==> src/rtl/nsbd_pkg.sv <==
`timescale 1ns / 1ps
package nsbd_pkg;

	localparam int unsigned IdW  = 32;
	localparam int unsigned DegW = 32;

	typedef logic [IdW-1:0]  id_t;
	typedef logic [DegW-1:0] deg_t;

	typedef struct packed {
		id_t  id;
		deg_t degree;
	} pair_t;

	// Broadcast from the top level to every cell of the chain.
	typedef struct packed {
		logic  ins;      // insert new_pair this cycle
		logic  shl;      // shift the chain one place toward the head
		pair_t new_pair;
	} cell_ctrl_t;

endpackage

==> src/rtl/nsbd_cell.sv <==
`timescale 1ns / 1ps
module nsbd_cell (
	input  logic               clk,
	input  nsbd_pkg::cell_ctrl_t ctrl,
	input  logic               valid,
	input  logic               left_take,
	input  nsbd_pkg::pair_t    left_pair,
	input  nsbd_pkg::pair_t    right_pair,
	output logic               take,
	output nsbd_pkg::pair_t    pair
);
	import nsbd_pkg::*;

	pair_t pair_q;

	// Take the new pair (or the left neighbor's) unless this entry ranks at or above it.
	assign take = ctrl.ins && !(valid && (pair_q.degree >= ctrl.new_pair.degree));
	assign pair = pair_q;

	always_ff @(posedge clk) begin
		if (ctrl.shl) begin
			pair_q <= right_pair;
		end else if (ctrl.ins) begin
			if (left_take) begin
				pair_q <= left_pair;
			end else if (take) begin
				pair_q <= ctrl.new_pair;
			end
		end
	end
endmodule

==> config.mk <==
export PLATFORM = sky130hd
export DESIGN_NAME = nsbd_cell
export DESIGN_NICKNAME = d
export VERILOG_FILES = /design/src/rtl/nsbd_pkg.sv /design/src/rtl/nsbd_cell.sv
export SDC_FILE = /design/constraint.sdc
export NUM_CORES = 1
export LEC_CHECK = 0
export BUFFER_PORTS_ARGS = -buffer_cell sky130_fd_sc_hd__buf_2
export CAP_MARGIN = 20
export CORE_ASPECT_RATIO = 1.75
export CORE_MARGIN = 2
export CORE_UTILIZATION = 40
export DETAILED_ROUTE_END_ITERATION = 16
export GPL_TIMING_DRIVEN = 1
export PLACE_DENSITY = 0.75
export REMOVE_ABC_BUFFERS = 1
export SLEW_MARGIN = 20
export SYNTH_ARGS = -nofsm -noshare
export SYNTH_HDL_FRONTEND = slang
export SYNTH_SLANG_ARGS = --single-unit
==> constraint.sdc <==
create_clock -name clk -period 13.6 [get_ports clk]
set_input_delay 2.72 -clock clk [delete_from_list [all_inputs] [get_ports clk]]
set_output_delay 2.72 -clock clk [all_outputs]
set_load 0.01 [all_outputs]
After elaboration in Yosys (flattened, before gate mapping)
Cells that the tools add are included.

Logic and storage cells: 13. Output and inout bits: 65. Register bits after elaboration: 64. Input port bits: 197.

Reductions and logical operators: 6. Magnitude comparators: 1. Mux-type cells: 4.

Operators with widths (number): $mux W64 (4); $ge A32 B32 Y1 (1); $reduce_bool A3 Y1 (1); $logic_and A1 B1 Y1 (2); $reduce_and A2 Y1 (1); $reduce_bool A2 Y1 (1); $logic_not A1 Y1 (1).

Depth between registers and ports, before layout
Gate-level depths: netlist of run 1.

Depth after elaboration: 8. Gate-level depth with buffers: 7. Gate-level depth less buffers: 7.

Worst setup path after synthesis of run 1
No wires, ideal clock.

Kind: input-to-reg. Start: input port ctrl[0] (netlist name). End: register pair_q (netlist bit pair[0]) (enable). Path slack: 6.381 ns. Arrival time: 6.733 ns. Library setup time: 0.486 ns. Data required time: 13.114 ns. Stages: 6. Path buffers: 0. Path through: ha_1 -> nand2b_4 -> a2111oi_4 -> o32ai_1 -> o41a_1 -> a311oi_2.

Word-level cells in the longest chain between the ends: 6.

Ends and longest elaborated chain: from (decl) (RTL line nsbd_cell.sv:4) `input nsbd_pkg::cell_ctrl_t ctrl,`; $ge A32 B32 Y1 (RTL line nsbd_cell.sv:17) `assign take = ctrl.ins && !(valid && (pair_q.degree >= ctrl.new_pair.degree));`; $logic_and A1 B1 Y1 (RTL line nsbd_cell.sv:17); $logic_not A1 Y1 (RTL line nsbd_cell.sv:17); $logic_and A1 B1 Y1 (RTL line nsbd_cell.sv:17); $reduce_bool A3 Y1 (no line); $reduce_and A2 Y1 (no line); to (signal assigned) (RTL line nsbd_cell.sv:22) `pair_q <= right_pair;`; to (signal assigned) (RTL line nsbd_cell.sv:25) `pair_q <= left_pair;`; to (signal assigned) (RTL line nsbd_cell.sv:27) `pair_q <= ctrl.new_pair;`; to (decl) (RTL line nsbd_cell.sv:14) `pair_t pair_q;`.

Every way passes these cells. A chain may end at the register's enable or synchronous reset.

Worst setup path after layout of run 1
Start: input port ctrl[15] (netlist name). End: output port take.

Word-level cells in the longest chain between the ends: 4.

Ends and longest elaborated chain: $ge A32 B32 Y1 (RTL line nsbd_cell.sv:17); $logic_and A1 B1 Y1 (RTL line nsbd_cell.sv:17); $logic_not A1 Y1 (RTL line nsbd_cell.sv:17); $logic_and A1 B1 Y1 (RTL line nsbd_cell.sv:17); to (decl) (RTL line nsbd_cell.sv:9) `output logic take,`.

Every way passes these cells.

==> impl_metrics.toml, run 1 <==
[run_status]
status = "complete, no violations"

[sta]
finalSetupViolCount = 0
hold_viol = 0
relSlewSlack_pct = 42.2
fmax_mhz = 140
worst_pin_slew_ns = 0.867
maxSlewViolCount = 0
min_period_ns = 7.15
fin_setup_tns_ns = 0
post-route-period-util_pct = 52.6
rsz0062_at_grt = "false"
skew_ns = 0.00901

[clock_tree]
post_cts_buffers = 0
cts_resized = 0
cts_tree = "built"
cts_buffers = 9
cts_htree_levels = 3
root_buffer = "clkbuf_16"
cts_hold_buffers = 0
clk_pin_slew_ns = 0.06
clkLatencyLatePin_ns = 0.32
clock_path_buffers = 2
clock-sinks = 64

[route]
drt-initial-drc-count = 100
vias_per_cell = 5.01
vias = 3904
routed_wl_mm = 11.6
drc_errors = 0
drt_first_pass_iters = 4
ant_nets = 0
routedWlPerCell_um = 14.9

[critical_path]
max_stage_delay_ns = 0.39
cp_slowest_cell = "or3_1"
worstPathArrival_ns = 4.43
cp_max_fo = 3
cp.required_ns = 10.88
crit_top_cell = "buf_2"
start_kind = "input pin"
reg2reg_depth = 8
crit_chain = "buf_2 -> inv_1 -> ha_1 -> nand4_1 -> or3_1 -> o32ai_1 -> o41a_1 -> o22ai_1 -> buf_2"
path_buf_inv = 3
endpoint_kind = "output pin"
critical_path_class = "input pin to output pin"
crit_family = "compound AO/OA/AOI/OAI gates"
cp.depth = 9
r2r_slack_ns = 10.53

[cells_and_area]
final_net_count = 878
fillers = 856
largest_reg_flops = 64
multi_input_area_mm2 = 0.00194
fin_cells = 779
drive_above_1_share_pct = 42.5
n_antenna_cell = 0
syn_to_final_growth_pct = 42.3
regArea_mm2 = 0.00192

[power]
switching_share_pct = 25.5
combPwrFrac_pct = 21.8
seqPwrFrac_pct = 40.3
ir_drop_v = 0.0000760
power_density_mw_per_mm2 = 108
p_switching_w = 0.000160
cellLeakagePower_nw = 3.00
intPower_w = 0.000466
pwr-share-clk_pct = 37.9

[global_route]
grt_max_degree = 110
grt_use_total_pct = 21.1
grt_pass1_wl_mm = 17.8
grt-ovfl-total = 0
antenna_found_initial = 0
grt_pass1_vias = 3960

[synthesis]
synth_cells = 395
synth.yosys.warnings = 0
ys_ff_latch = 64
seq_area_frac_synth_pct = 47.2
synth.avg_cell_area_um2 = 10.3
syn_area_mm2 = 0.00407
ys_types = 26

[floorplan]
ios = 262
die_h_um = 137
die_area_mm2 = 0.0110
num_rows = 48
start_util_pct = 41.0
core_area_mm2 = 0.00991
die_w_um = 80.2

[flow_run]
cap_viol_max_count = 0

[placement]
gp_congestion = 0.857
port_buffers = 261
dpl.hpwl_mm = 9.35
placedCellCount = 763

[worst_hold_path]
hold_path_class = "flop to flop"
min_path_cells = 4
[stage by stage]
| stage | cell area (um2) | hold slack, ns | power, W | worst slack [ns] | utilization (%) |
|---|---|---|---|---|---|
| after CTS | 5790 | 1.53 | 0.000632 | 6.42 | 58.4 |
| after global placement | 5480 | 1.50 | 0.000388 | 6.43 | 55.3 |
| after detailed placement | 5480 | 1.51 | 0.000394 | 6.42 | 55.3 |
| after floorplan | 3980 | 1.46 | 0.000318 | 6.38 | - |
| after global routing | 5790 | 1.60 | 0.000656 | 6.34 | 58.4 |
| final | 5790 | 1.48 | 0.000625 | 6.45 | 58.4 |
[cells in the mapped netlist]
cell type / n / area share [%]
a2111oi_4: 1 / 0.68
nor3_1: 1 / 0.12
o32ai_1: 1 / 0.22
or3_1: 1 / 0.15
a21o_1: 3 / 0.55
mux2i_1: 64 / 16
a211oi_1: 1 / 0.18
edfxtp_1: 64 / 47
nor4_1: 1 / 0.15
nand2b_4: 1 / 0.34
buf_2: 6 / 0.74
ha_1: 32 / 9.8
nand3_1: 4 / 0.49
nand4_1: 7 / 1.1
nor2_1: 4 / 0.37
o21ai_0: 67 / 8.2
a22oi_1: 1 / 0.18
a21oi_1: 12 / 1.5
o41a_1: 1 / 0.28
o21a_1: 1 / 0.18
a311oi_2: 1 / 0.37
clkbuf_1: 15 / 1.4
inv_1: 35 / 3.2
nand2_1: 69 / 6.4
o22ai_1: 1 / 0.15
a221oi_1: 1 / 0.22
[placed cells by master (no fill, tap or decap)]
cell type  instances
nor3_1             1
nand3_1            4
a21o_1             3
buf_2            259
a22oi_1            1
o22ai_1            1
nand2b_4           1
clkbuf_16          9
ha_1              32
or3_1              1
edfxtp_1          64
buf_4              5
a2111oi_4          1
nand2_1           69
nor4_1             1
inv_1             35
a211oi_1           1
clkinv_1           3
bufinv_16          2
o21ai_0           67
nor2_1             4
clkbuf_1           2
o41a_1             1
o32ai_1            1
a21oi_1           12
a311oi_4           1
o21a_1             1
mux2i_1           64
a221oi_1           1
nand4_1            7
[cell type report]
class	instances	share of cell area (%)
multi-input combinational	275	33.5
sequential	64	33.2
timing repair buffer	264	23.0
clock buffer	11	4.02
tap	125	2.70
inverter	35	2.27
clock inverter	5	1.23
[kinds of logic (layout without fill, tap and decap cells)]
logic type	after synthesis	in the layout	synth area share, %
AOI/OAI and AO/OA	91	91	12.7
adders and majority gates	32	32	9.84
buffers and inverters	56	315	5.35
DFF	64	64	47.2
muxes	64	64	15.7
and+or+nand+nor	88	88	9.07
[power groups by stage]
stage	Clock, W	Combinational [W]	Sequential (W)
after global routing	0.000249	0.000153	0.000254
after CTS	0.000242	0.000138	0.000252
after detailed placement	0	0.000138	0.000256
after floorplan	0	0.0000505	0.000268
final	0.000237	0.000136	0.000252
after global placement	0	0.000133	0.000255
[worst register-to-register path: stages, from the launching register on]
cell and delay, ns:
edfxtp_1 0.38, inv_1 0.07, ha_1 0.22, nand2b_4 0.15
a2111oi_4 0.33, o32ai_1 0.14, o41a_1 0.39, a311oi_4 0.27
buf_4 0.69
[worst paths after layout]
| check | start | endpoint |
|---|---|---|
| setup / recovery | ctrl[15] | take |
| hold reg to reg | pair[15] | pair[26] |
| setup reg to reg | pair[0] | pair[21] |
| hold / removal | pair[15] | pair[26] |
[per-layer routing]
| layer | routed length (um) | global-route usage, % | vias up |
|---|---|---|---|
| met5 | 0 | 0 | - |
| met4 | 275 | 8.29 | 0 |
| met3 | 842 | 4.98 | 22 |
| met2 | 6360 | 39.3 | 172 |
| met1 | 4160 | 22.4 | 1771 |
| li1 | - | - | 1939 |
Power figures use the tool's default switching activity.
==> run 2: changes to the inputs <==
Clock period 13.6 ns to 7.1 ns, I/O delays scaled along.
==> impl_metrics.toml, run 2 (synthesis gave the netlist of run 1 again) <==
[run_status]
status = "complete, no violations"

[clock_tree]
clock_path_buffers = 2
cts_htree_levels = 3
cts_buffers = 9
cts_tree = "built"
post_cts_buffers = 0
clock-sinks = 64
clk_pin_slew_ns = 0.06
clkLatencyLatePin_ns = 0.32
cts_hold_buffers = 0
root_buffer = "clkbuf_16"
cts_resized = 0

[placement]
placedCellCount = 763
port_buffers = 261
gp_congestion = 0.864
dpl.hpwl_mm = 9.28

[floorplan]
die_area_mm2 = 0.0110
ios = 262
die_h_um = 137
start_util_pct = 41.0
die_w_um = 80.2
num_rows = 48
core_area_mm2 = 0.00991

[power]
p_total_w = 0.00117
cellLeakagePower_nw = 2.99
power_density_mw_per_mm2 = 202
ir_drop_v = 0.000138

[cells_and_area]
final_net_count = 878
n_antenna_cell = 0
syn_to_final_growth_pct = 41.9
layout_commonest_cell = "buf_2"
fin_cells = 779
fillers = 903
drive_above_1_share_pct = 43.0
final_cell_mix = "buf_2 (259), nand2_1 (69), o21ai_0 (67)"
utilization_pct = 58.2
largest_reg_flops = 64

[route]
routedWlPerCell_um = 14.6
drt-initial-drc-count = 75
vias = 3901
drc_errors = 0
routed_wl_mm = 11.4
ant_nets = 0
drt_first_pass_iters = 5
vias_per_cell = 5.01

[critical_path]
endpoint_kind = "output pin"
cp.required_ns = 5.68
path_buf_inv = 3
critical_path_class = "input pin to output pin"
r2r_slack_ns = 4.05
cp_slowest_cell = "or3_1"
r2r-end = "pair[11]"
cp.depth = 9
crit_chain = "buf_2 -> inv_1 -> ha_1 -> nand4_1 -> or3_1 -> o32ai_1 -> o41a_1 -> o22ai_1 -> buf_2"
worstPathArrival_ns = 3.15
crit_top_cell = "buf_2"
max_stage_delay_ns = 0.41
cp_max_fo = 3
rr_startpoint = "pair[0]"
start_kind = "input pin"
crit_family = "compound AO/OA/AOI/OAI gates"
reg2reg_depth = 8

[worst_hold_path]
holdPathEnd = "pair[45]"
hold_path_class = "input pin to flop"
holdCritStartpoint = "right_pair[45]"
min_path_cells = 3

[sta]
maxSlewViolCount = 0
post-route-period-util_pct = 64.3
hold_viol = 0
fin_setup_tns_ns = 0
relSlewSlack_pct = 44.2
rsz0062_at_grt = "false"
finalSetupViolCount = 0
worst_pin_slew_ns = 0.837
fmax_mhz = 219
skew_ns = 0.0106
min_period_ns = 4.57

[global_route]
grt-ovfl-total = 0
grt_use_total_pct = 20.6
grt_pass1_vias = 3937
antenna_found_initial = 0
grt_max_degree = 103
grt_pass1_wl_mm = 17.4

[flow_run]
cap_viol_max_count = 0
-- run 2: power breakdown --
| part | switching, W | leakage (nW) | internal [W] |
|---|---|---|---|
| Clock | 0.000155 | 0.140 | 0.000270 |
| Combinational | 0.000139 | 2.19 | 0.000121 |
| Sequential | 0.0000158 | 0.660 | 0.000468 |
-- run 2: area by class of cell --
cell class                 count  area, um2  area share [%]
clock buffer                  10        229            3.97
clock inverter                 6       60.1            1.04
multi-input combinational    275       1940            33.6
timing repair buffer         264       1330            23.1
tap                          125        156            2.71
inverter                      35        131            2.28
sequential                    64       1920            33.3
-- run 2: worst max path at each step --
stage	slack, ns	startpoint	to
after global routing	2.46	ctrl[25]	take
after CTS	2.48	ctrl[27]	take
final	2.53	ctrl[14]	take
after detailed placement	2.49	ctrl[27]	take
after global placement	2.53	ctrl[27]	take
after floorplan	1.18	ctrl[0]	pair[0]
-- run 2: tightest hold or removal path, cell delays in order --
cell and delay, ns:
buf_2 0.07, nand2_1 0.04, o21ai_0 0.05
-- run 2: layer usage --
| metal | track usage [%] | wire length, um | vias up |
|---|---|---|---|
| li1 | - | - | 1935 |
| met1 | 22.3 | 4130 | 1772 |
| met2 | 37.2 | 6200 | 169 |
| met3 | 5.37 | 730 | 25 |
| met4 | 8.85 | 320 | 0 |
| met5 | 0 | 0 | - |
-- run 2: stage by stage --
step	setup slack, ns	hold slack (ns)	area, um2
after global placement	2.53	1.50	5480
final	2.53	1.37	5770
after global routing	2.46	1.37	5770
after detailed placement	2.49	1.53	5480
after floorplan	1.18	1.46	3980
after CTS	2.48	1.36	5770
